`src/rtl/bmc_pkg.sv`:
```
// shared types, codes and helpers for the bracket match checker
`timescale 1ns / 1ps

package bmc_pkg;

    // result status codes
    localparam logic [2:0] ST_OK        = 3'd0;
    localparam logic [2:0] ST_REDUNDANT = 3'd1;
    localparam logic [2:0] ST_MISMATCH  = 3'd2;
    localparam logic [2:0] ST_OVERFLOW  = 3'd3;
    localparam logic [2:0] ST_SUCCESS   = 3'd4;
    localparam logic [2:0] ST_UNCLOSED  = 3'd5;
    localparam logic [2:0] ST_HELD      = 3'd6;

    // bracket kinds as stored on the stack
    localparam logic [1:0] KIND_ROUND  = 2'd0;
    localparam logic [1:0] KIND_SQUARE = 2'd1;
    localparam logic [1:0] KIND_CURLY  = 2'd2;

    // ascii codes of the brackets
    localparam logic [7:0] CH_OPEN_ROUND   = 8'h28;
    localparam logic [7:0] CH_CLOSE_ROUND  = 8'h29;
    localparam logic [7:0] CH_OPEN_SQUARE  = 8'h5B;
    localparam logic [7:0] CH_CLOSE_SQUARE = 8'h5D;
    localparam logic [7:0] CH_OPEN_CURLY   = 8'h7B;
    localparam logic [7:0] CH_CLOSE_CURLY  = 8'h7D;

    localparam int DEPTH_W = 6;

    // classified request as it travels from front to back
    typedef struct packed {
        logic       is_open;
        logic       is_close;
        logic [1:0] kind;
        logic       last;
    } item_t;

    // closer that a stored kind needs; unknown kinds count as round
    function automatic logic [7:0] closer_of(input logic [1:0] kind);
        logic [7:0] c;
        begin
            c = CH_CLOSE_ROUND;
            if (kind == KIND_SQUARE)
            begin
                c = CH_CLOSE_SQUARE;
            end
            else if (kind == KIND_CURLY)
            begin
                c = CH_CLOSE_CURLY;
            end
            return c;
        end
    endfunction

endpackage

```
`src/rtl/bmc_out_if.sv`:
```
// output channel: one check result per request
`timescale 1ns / 1ps

interface bmc_out_if;
    logic       valid;
    logic       ready;
    logic [2:0] status;
    logic [5:0] depth;
    logic [7:0] expected_close;
    logic       done_res;

    modport source (output valid, output status, output depth, output expected_close,
                    output done_res, input ready);
    modport sink (input valid, input status, input depth, input expected_close,
                  input done_res, output ready);
endinterface

```
`src/rtl/bmc_back.sv`:
```
// stack engine: push / pop / compare and the registered result stage
`timescale 1ns / 1ps

module bmc_back
    import bmc_pkg::*;
#(
    parameter int STACK_DEPTH = 32
)
(
    input  logic      clk,
    input  logic      rst_n,
    input  logic      q_valid,
    input  item_t     q_item,
    output logic      q_pop,
    bmc_out_if.source out_res
);

    localparam int AW = (STACK_DEPTH > 1) ? $clog2(STACK_DEPTH) : 1;
    localparam int CW = $clog2(STACK_DEPTH + 1);

    // stack memory holds every entry below the top
    logic [1:0]    stack_mem [STACK_DEPTH];
    logic [1:0]    top_reg;
    logic [1:0]    top_next;
    logic [1:0]    below_reg;
    logic [CW-1:0] count_reg;
    logic [CW-1:0] count_next;
    logic [CW-1:0] count_after;
    logic [CW-1:0] cnt_dec;
    logic [CW-1:0] cnt_m2;
    logic          err_reg;
    logic          err_next;
    logic          err_now;
    logic          fire;
    logic          mem_we;
    logic [AW-1:0] mem_waddr;
    logic [AW-1:0] mem_raddr;
    logic [1:0]    top_eff;
    logic [2:0]    status_c;
    logic [7:0]    expected_c;

    logic          out_valid_reg;
    logic [2:0]    status_reg;
    logic [5:0]    depth_reg;
    logic [7:0]    expected_reg;
    logic          done_reg;

    assign fire    = q_valid && (!out_valid_reg || out_res.ready);
    assign q_pop   = fire;
    assign cnt_dec = count_reg - CW'(1);
    assign top_eff = (top_reg == 2'd3) ? KIND_ROUND : top_reg;

    // stack step for the request at the queue head
    always_comb
    begin
        count_after = count_reg;
        top_next    = top_reg;
        err_now     = 1'b0;
        status_c    = ST_OK;
        expected_c  = 8'd0;
        mem_we      = 1'b0;
        mem_waddr   = cnt_dec[AW-1:0];
        if (err_reg)
        begin
            status_c = ST_HELD;
        end
        else if (q_item.is_open)
        begin
            if (count_reg == CW'(STACK_DEPTH))
            begin
                status_c = ST_OVERFLOW;
                err_now  = 1'b1;
            end
            else
            begin
                mem_we      = (count_reg != '0);
                top_next    = q_item.kind;
                count_after = count_reg + CW'(1);
            end
        end
        else if (q_item.is_close)
        begin
            if (count_reg == '0)
            begin
                status_c = ST_REDUNDANT;
                err_now  = 1'b1;
            end
            else
            begin
                top_next    = below_reg;
                count_after = cnt_dec;
                if (top_eff != q_item.kind)
                begin
                    status_c   = ST_MISMATCH;
                    expected_c = closer_of(top_eff);
                    err_now    = 1'b1;
                end
            end
        end
        if (q_item.last && !err_reg && !err_now)
        begin
            status_c = (count_after == '0) ? ST_SUCCESS : ST_UNCLOSED;
        end
    end

    // committed state, cleared at the end mark
    always_comb
    begin
        count_next = count_reg;
        err_next   = err_reg;
        if (fire)
        begin
            count_next = q_item.last ? '0 : count_after;
            err_next   = q_item.last ? 1'b0 : (err_reg || err_now);
        end
    end

    // keep the entry under the new top prefetched
    assign cnt_m2    = count_next - CW'(2);
    assign mem_raddr = cnt_m2[AW-1:0];

    always_ff @(posedge clk)
    begin
        if (fire && mem_we)
        begin
            stack_mem[mem_waddr] <= top_reg;
        end
        if (fire && mem_we && (mem_waddr == mem_raddr))
        begin
            below_reg <= top_reg;
        end
        else
        begin
            below_reg <= stack_mem[mem_raddr];
        end
        if (fire)
        begin
            top_reg <= top_next;
        end
    end

    // control state
    always_ff @(posedge clk or negedge rst_n)
    begin
        if (!rst_n)
        begin
            count_reg     <= '0;
            err_reg       <= 1'b0;
            out_valid_reg <= 1'b0;
        end
        else
        begin
            count_reg <= count_next;
            err_reg   <= err_next;
            if (fire)
            begin
                out_valid_reg <= 1'b1;
            end
            else if (out_res.ready)
            begin
                out_valid_reg <= 1'b0;
            end
        end
    end

    // result register
    always_ff @(posedge clk)
    begin
        if (fire)
        begin
            status_reg   <= status_c;
            depth_reg    <= DEPTH_W'(count_after);
            expected_reg <= expected_c;
            done_reg     <= q_item.last;
        end
    end

    assign out_res.valid          = out_valid_reg;
    assign out_res.status         = status_reg;
    assign out_res.depth          = depth_reg;
    assign out_res.expected_close = expected_reg;
    assign out_res.done_res       = done_reg;

    // stack count never passes the capacity
    a_count_range: assert property (@(posedge clk) disable iff (!rst_n)
        count_reg <= CW'(STACK_DEPTH))
        else $error("stack count above capacity");

    // end mark leaves a clean engine
    a_end_clears: assert property (@(posedge clk) disable iff (!rst_n)
        (fire && q_item.last) |=> (count_reg == '0 && !err_reg))
        else $error("state not cleared after end mark");

    // a held error reports held and leaves the stack alone
    a_held: assert property (@(posedge clk) disable iff (!rst_n)
        (fire && err_reg && !q_item.last) |=> (status_reg == ST_HELD && $stable(count_reg)))
        else $error("held error not reported");

    // mismatch is the only result with a closer attached
    a_expected: assert property (@(posedge clk) disable iff (!rst_n)
        (fire && status_c != ST_MISMATCH) |-> (expected_c == 8'd0))
        else $error("closer reported without mismatch");

endmodule

```
`src/flat_wrapper.sv`:
```
// flat-port wrapper written by rule: the top's interface ports become plain ports
module bmc_back_flat import bmc_pkg::*;
#(
    parameter int STACK_DEPTH = 32
)
  (clk, rst_n, q_valid, q_item, q_pop, out_res_valid, out_res_status, out_res_depth, out_res_expected_close, out_res_done_res, out_res_ready);
  bmc_out_if out_res_i ();
  input  logic clk;
  input  logic rst_n;
  input  logic q_valid;
  input  item_t q_item;
  output logic q_pop;
  output wire logic [$bits(out_res_i.valid)-1:0] out_res_valid;
  output wire logic [$bits(out_res_i.status)-1:0] out_res_status;
  output wire logic [$bits(out_res_i.depth)-1:0] out_res_depth;
  output wire logic [$bits(out_res_i.expected_close)-1:0] out_res_expected_close;
  output wire logic [$bits(out_res_i.done_res)-1:0] out_res_done_res;
  input wire logic [$bits(out_res_i.ready)-1:0] out_res_ready;
  assign out_res_valid = out_res_i.valid;
  assign out_res_status = out_res_i.status;
  assign out_res_depth = out_res_i.depth;
  assign out_res_expected_close = out_res_i.expected_close;
  assign out_res_done_res = out_res_i.done_res;
  assign out_res_i.ready = out_res_ready;
  bmc_back #(.STACK_DEPTH(STACK_DEPTH)) u_core (.clk(clk), .rst_n(rst_n), .q_valid(q_valid), .q_item(q_item), .q_pop(q_pop), .out_res(out_res_i));
endmodule
```
`config.mk`:
```
export PLATFORM = sky130hd
export DESIGN_NAME = bmc_back_flat
export DESIGN_NICKNAME = d
export VERILOG_FILES = /design/src/rtl/bmc_pkg.sv /design/src/rtl/bmc_out_if.sv /design/src/rtl/bmc_back.sv /design/src/flat_wrapper.sv
export SDC_FILE = /design/constraint.sdc
export NUM_CORES = 1
export LEC_CHECK = 0
export BUFFER_PORTS_ARGS = -buffer_cell sky130_fd_sc_hd__clkbuf_2
export CAP_MARGIN = 20
export CORE_ASPECT_RATIO = 0.8
export CORE_UTILIZATION = 30
export DETAILED_ROUTE_END_ITERATION = 16
export PLACE_DENSITY = 0.46
export SLEW_MARGIN = 20
export SYNTH_ARGS = -nofsm -noshare
export SYNTH_HDL_FRONTEND = slang
export SYNTH_SLANG_ARGS = --single-unit
```
`constraint.sdc`:
```
create_clock -name clk -period 7.3 [get_ports clk]
set_clock_uncertainty 0.15 [all_clocks]
set_input_delay 0.73 -clock clk [delete_from_list [all_inputs] [get_ports clk]]
set_output_delay 0.73 -clock clk [all_outputs]
set_load 0.01 [all_outputs]
```
== Word-level counts from Yosys, hierarchy flattened ==
Memory sizes are Yosys's and may differ from the RTL's. A register that Yosys moved wholly into a read port is not among the register bits.
Index checks and enable logic that the tools add are counted.

* Output and inout port bits: 20
* Memories kept: 1
* Bits in writable memories: 64
* Input bits: 9
* Latch bits: 0
* Memory bits (read-only): 0
* Register bits after elaboration: 28

* Equality and inequality tests: 7
* Shift operators: 0
* Add/subtract/negate cells: 3
* Divide/modulo/power cells: 0
* $mul: 0
* Muxes and demuxes: 36
* Order comparisons: 0
* Reduce and logical (&&, ||, !) cells: 17
* Bitwise operators: 3

{| class="wikitable"
|+ Memories
! name !! depth !! width !! read ports !! clocked after memory_dff !! wr ports !! RTL line !! text
|-
| u_core.stack_mem || 32 || 2 || 1 || 1 || 1 || bmc_back.sv:22 || <nowiki>logic [1:0] stack_mem [STACK_DEPTH];</nowiki>
|}

{| class="wikitable"
|+ Operators by type and width
! operator !! count
|-
| $mux 6 || 7
|-
| $mux 1 || 15
|-
| $mux 3 || 5
|-
| $mux 2 || 7
|-
| $mux 7 || 2
|-
| $logic_not 6->1 || 2
|-
| $add 6x1->6 const B || 1
|-
| $eq 6x6->1 const B || 1
|-
| $reduce_bool 6->1 || 1
|-
| $reduce_or 6->1 || 1
|-
| $sub 6x1->6 const B || 1
|-
| $reduce_and 5->1 || 1
|-
| $reduce_or 5->1 || 1
|-
| $sub 5x2->5 const B || 1
|-
| $eq 2x2->1 const B || 2
|-
| $logic_and 1x1->1 || 4
|-
| $ne 2x2->1 const B || 2
|-
| $reduce_bool 2->1 || 2
|-
| $logic_not 1->1 || 3
|-
| $not 1->1 || 3
|-
| $eq 2x1->1 const B || 1
|-
| $logic_or 1x1->1 || 2
|-
| $ne 2x2->1 || 1
|}

== Depth between registers and ports, before layout ==
* Depth after elaboration: 11
* Gate-level depth with buffers: 9
* Gate-level depth less buffers: 8

== Worst setup path before layout ==
OpenSTA, ideal clock, no wires.

* Kind: input to register
* From: in q_item[4] in the netlist's numbering
* To: reg u_core.status_reg[0], in the netlist u_core.out_res.status[0], data pin
* Path slack: 4.606 ns
* Path buffers: 1
* Data arrival time: 2.286 ns
* Stages: 6
* Data required time: 6.891 ns
* Cell sequence: clkbuf_1 -> nand4_1 -> o311ai_0 -> o31ai_1 -> or4_1 -> o31a_1

* Cells in the longest elaborated chain, start to end: 5

{| class="wikitable"
|+ RTL lines
! element !! RTL line !! text
|-
| start, declared || flat_wrapper.sv:11 || <nowiki>input item_t q_item;</nowiki>
|-
| $mux 6 || bmc_back.sv:67 || <nowiki>else if (q_item.is_open)</nowiki>
|-
| $mux 6 || bmc_back.sv:63 || <nowiki>if (err_reg)</nowiki>
|-
| named net u_core.count_after[5] || bmc_back.sv:28 || <nowiki>logic [CW-1:0] count_after;</nowiki>
|-
| $logic_not 6->1 || bmc_back.sv:102 || <nowiki>status_c = (count_after == '0) ? ST_SUCCESS : ST_UNCLOSED;</nowiki>
|-
| $mux 1 || bmc_back.sv:102 ||
|-
| $mux 3 || bmc_back.sv:100 || <nowiki>if (q_item.last && !err_reg && !err_now)</nowiki>
|-
| named net u_core.status_c[0] || bmc_back.sv:39 || <nowiki>logic [2:0] status_c;</nowiki>
|-
| end signal, assigned || bmc_back.sv:171 || <nowiki>status_reg <= status_c;</nowiki>
|-
| end, declared || bmc_back.sv:43 || <nowiki>logic [2:0] status_reg;</nowiki>
|}

The timed path passes the listed nets, and every way through them passes these cells.
A chain may end at the register's enable or synchronous reset.

== Worst setup path in the final report ==
* From: reg u_core.count_reg[1]
* To: reg u_core.status_reg[0], in the netlist u_core.out_res.status[0], data pin

* Cells in the longest elaborated chain, start to end: 8

{| class="wikitable"
|+ RTL lines
! element !! RTL line !! text
|-
| start, declared || bmc_back.sv:26 || <nowiki>logic [CW-1:0] count_reg;</nowiki>
|-
| start signal, assigned || bmc_back.sv:153 || <nowiki>count_reg <= count_next;</nowiki>
|-
| $sub 6x1->6 / $logic_not 6->1 (equally long branches) || bmc_back.sv:50, bmc_back.sv:83 ||
|-
| $mux 6 || bmc_back.sv:83 || <nowiki>if (count_reg == '0)</nowiki>
|-
| $mux 6 || bmc_back.sv:81 || <nowiki>else if (q_item.is_close)</nowiki>
|-
| $mux 6 * || bmc_back.sv:67 ||
|-
| $mux 6 * || bmc_back.sv:63 ||
|-
| named net u_core.count_after[2] || bmc_back.sv:28 ||
|-
| $logic_not 6->1 * || bmc_back.sv:102 ||
|-
| $mux 1 * || bmc_back.sv:102 ||
|-
| $mux 3 * || bmc_back.sv:100 ||
|-
| named net u_core.status_c[0] || bmc_back.sv:39 ||
|}

Mark *: on every way through the listed nets, which the timed path passes. The rest lies on a longest branch.

==> flow_metrics.env <==
export IMPL_status="complete, no violations"
export IMPL_start_util_pct=31.2
export IMPL_largest_reg_flops=64
export IMPL_leakagePower_nw=1.70
export IMPL_port_buffers=26
export IMPL_setup_viol=0
export IMPL_arrival_ns=3.14
export IMPL_drcViolationCount=0
export IMPL_netlist_instances=304
export IMPL_fin_cells=509
export IMPL_r2r_cells=8
export IMPL_ios=29
export IMPL_cts_tree="built"
export IMPL_stdcell_area_sq_um=4860
export IMPL_synthAdderAreaFrac_pct=2.33
export IMPL_routed_wl_microns=9140
export IMPL_synthArstFlopShare_pct=8.70
export IMPL_via_per_inst=5.02
export IMPL_fmax_mhz=312
export IMPL_postCtsSetupRepairBufs=0
export IMPL_rsz0062_at_grt="no"
export IMPL_timing_final_max_slew_violations=0
export IMPL_synth_top_area_cell="edfxtp_1"
export IMPL_die_w_microns=136
export IMPL_vias=2555
export IMPL_antenna_found_initial=0
export IMPL_final_util_pct=35.4
export IMPL_ir_worst_vdd_mv=0.124
export IMPL_antenna_cells=0
export IMPL_min_period_ns=3.20
export IMPL_synth_top_area_share_pct=55.3
export IMPL_pre_cts_slack_ns=4.10
export IMPL_synth_area_per_cell_sq_um=14.1
export IMPL_netlist_area_sq_um=4290
export IMPL_synth_top_family_by_area="simple AND/OR/NAND/NOR gates"
export IMPL_clock_sinks=92
export IMPL_gp_congestion=0.820
export IMPL_startpoint="u_core.count_reg[1]"
export IMPL_drive_above_1_share_pct=20.4
export IMPL_met2_usage_pct=19.2
export IMPL_yosys_cell_count_top_type="edfxtp_1"
export IMPL_place_hpwl_microns=6290
export IMPL_worstMarginPinSlew_ns=0.789
export IMPL_core_sq_um=13700
export IMPL_post_route_period_util_pct=43.9
export IMPL_htree_num_levels=3
export IMPL_grt_max_degree=35
export IMPL_grt_use_met1_pct=20.1
export IMPL_power_density_nw_per_um2=330
export IMPL_grt_overflow=0
export IMPL_ys_top_cells_by_area="edfxtp_1, mux4_2, dfrtp_1"
export IMPL_grt_pass1_vias=2481
export IMPL_dp_cells=493
export IMPL_firstDrtPassIters=5
export IMPL_synth_flop_cell="edfxtp_1"
export IMPL_rows=38
export IMPL_cts_repair_resized=0
export IMPL_post_synth_num_cell_types=52
export IMPL_cts_buffers=9
export IMPL_ys_seq_area_share_pct=62.3
export IMPL_insertion_delay_ns=0.34
export IMPL_nFillCells=1325
export IMPL_wire_per_inst_microns=18.0
export IMPL_maxCapViolCount=0
export IMPL_synth_compound_area_share_pct=7.03
export IMPL_hold_viol=0
export IMPL_drtIter0Drc=154
export IMPL_yosysWarnings=0
export IMPL_fin_ws_ns=4.10
export IMPL_grtUsageMet3_pct=3.30
export IMPL_relSlewSlack_pct=47.3
export IMPL_cp_required_ns=7.24
export IMPL_synthTopCellsByCount="edfxtp_1, nor2_1, mux4_2"
export IMPL_dpl_cell_area_sq_um=4540
export IMPL_start_kind="register"
export IMPL_postRouteAntennaNets=0
export IMPL_path_class="reg -> reg"
export IMPL_worstSetupEndpointType="register"
export IMPL_grt_pass1_wl_microns=14500
export IMPL_grt_usage_pct=13.5
export IMPL_synth_seq_cells=92
export IMPL_synthMuxAreaShare_pct=10.9
export IMPL_die_h_microns=109
export IMPL_hold_path_class="in -> async"
export IMPL_rr_startpoint="u_core.count_reg[1]"
export IMPL_whs_ns=0.0815
export IMPL_busiest_layer="met1"
export IMPL_synthSimpleGateAreaFrac_pct=11.7
export IMPL_synth_edf_count=79
export IMPL_cts_root_buf="clkbuf_16"
export IMPL_synthXorXnorAreaFrac_pct=1.84
export IMPL_clockBufferDepth=2
export IMPL_crit_fanout=13
export IMPL_cts_reportedPaths_clkPinSlew_ns=0.07
export IMPL_dieArea_sq_um=14800
export IMPL_synthToLayoutAreaGrowth_pct=13.3
export IMPL_tns_ns=0
export IMPL_finalPower_mw=1.60
export IMPL_holdBufCountCts=0
export IMPL_nNetsFinal=341
metal layers:
layer	share of wire, %	vias up	wire length [microns]
met3	6.1	10	555
met2	44	78	4010
met5	0	-	0
met1	49	1280	4480
met4	1.0	0	91
li1	-	1187	-
placed cells by master (no fill, tap or decap), types with 6 or more instances in the layout:
cell type / synthesis / layout
edfxtp_1: 79 / 79
nor2_1: 44 / 44
clkbuf_2: 0 / 26
mux4_2: 20 / 20
nand2_1: 16 / 16
inv_1: 12 / 12
clkbuf_16: 0 / 9
nand2b_1: 8 / 8
ha_1: 8 / 8
dfrtp_1: 8 / 8
o21ai_0: 7 / 7
nor2b_1: 6 / 6
nand3_1: 6 / 6
xnor2_1: 6 / 6
path summary, 6_finish.rpt:
check                                            to  slack, ns
hold / removal                  u_core.count_reg[5]       0.08
setup / recovery           u_core.out_res.status[0]       4.10
min in group clk               u_core.out_res.valid       0.40
setup reg to reg           u_core.out_res.status[0]       4.10
hold reg to reg                u_core.out_res.valid       0.40
max in group asynchronous       u_core.count_reg[1]       6.73
layout make-up:
cell class / count / area [sq um] / share of cell area, %
multi-input combinational: 181 / 1460 / 29.9
inverter: 12 / 45.0 / 0.927
sequential: 92 / 2670 / 55.0
tap: 180 / 225 / 4.63
timing repair buffer: 28 / 145 / 2.99
clock buffer: 9 / 225 / 4.63
clock inverter: 7 / 90.1 / 1.85
worst max-delay path: stages (launching register included):
cell and delay (ns):
dfrtp_1 0.50, inv_1 0.15, ha_1 0.41, nor4b_4 0.44, and3_1 0.21, a221oi_1 0.06
mux2_4 0.29, or4_1 0.50, o31a_1 0.25
kinds of logic (layout without fill, tap and decap cells):
family / Yosys count / count (layout)
xor+xnor: 9 / 9
other cells: 1 / 2
flops: 92 / 92
buf+inv: 32 / 56
fa+ha+maj: 8 / 8
mux: 21 / 21
simple gates: 100 / 100
compound gates: 41 / 41
power breakdown:
group	switching, mW	internal (mW)	total [mW]
Clock	0.192	0.299	0.490
Sequential	0.0766	0.623	0.700
Combinational	0.221	0.190	0.411
Total	0.489	1.11	1.60
Power figures use the tool's default switching activity.
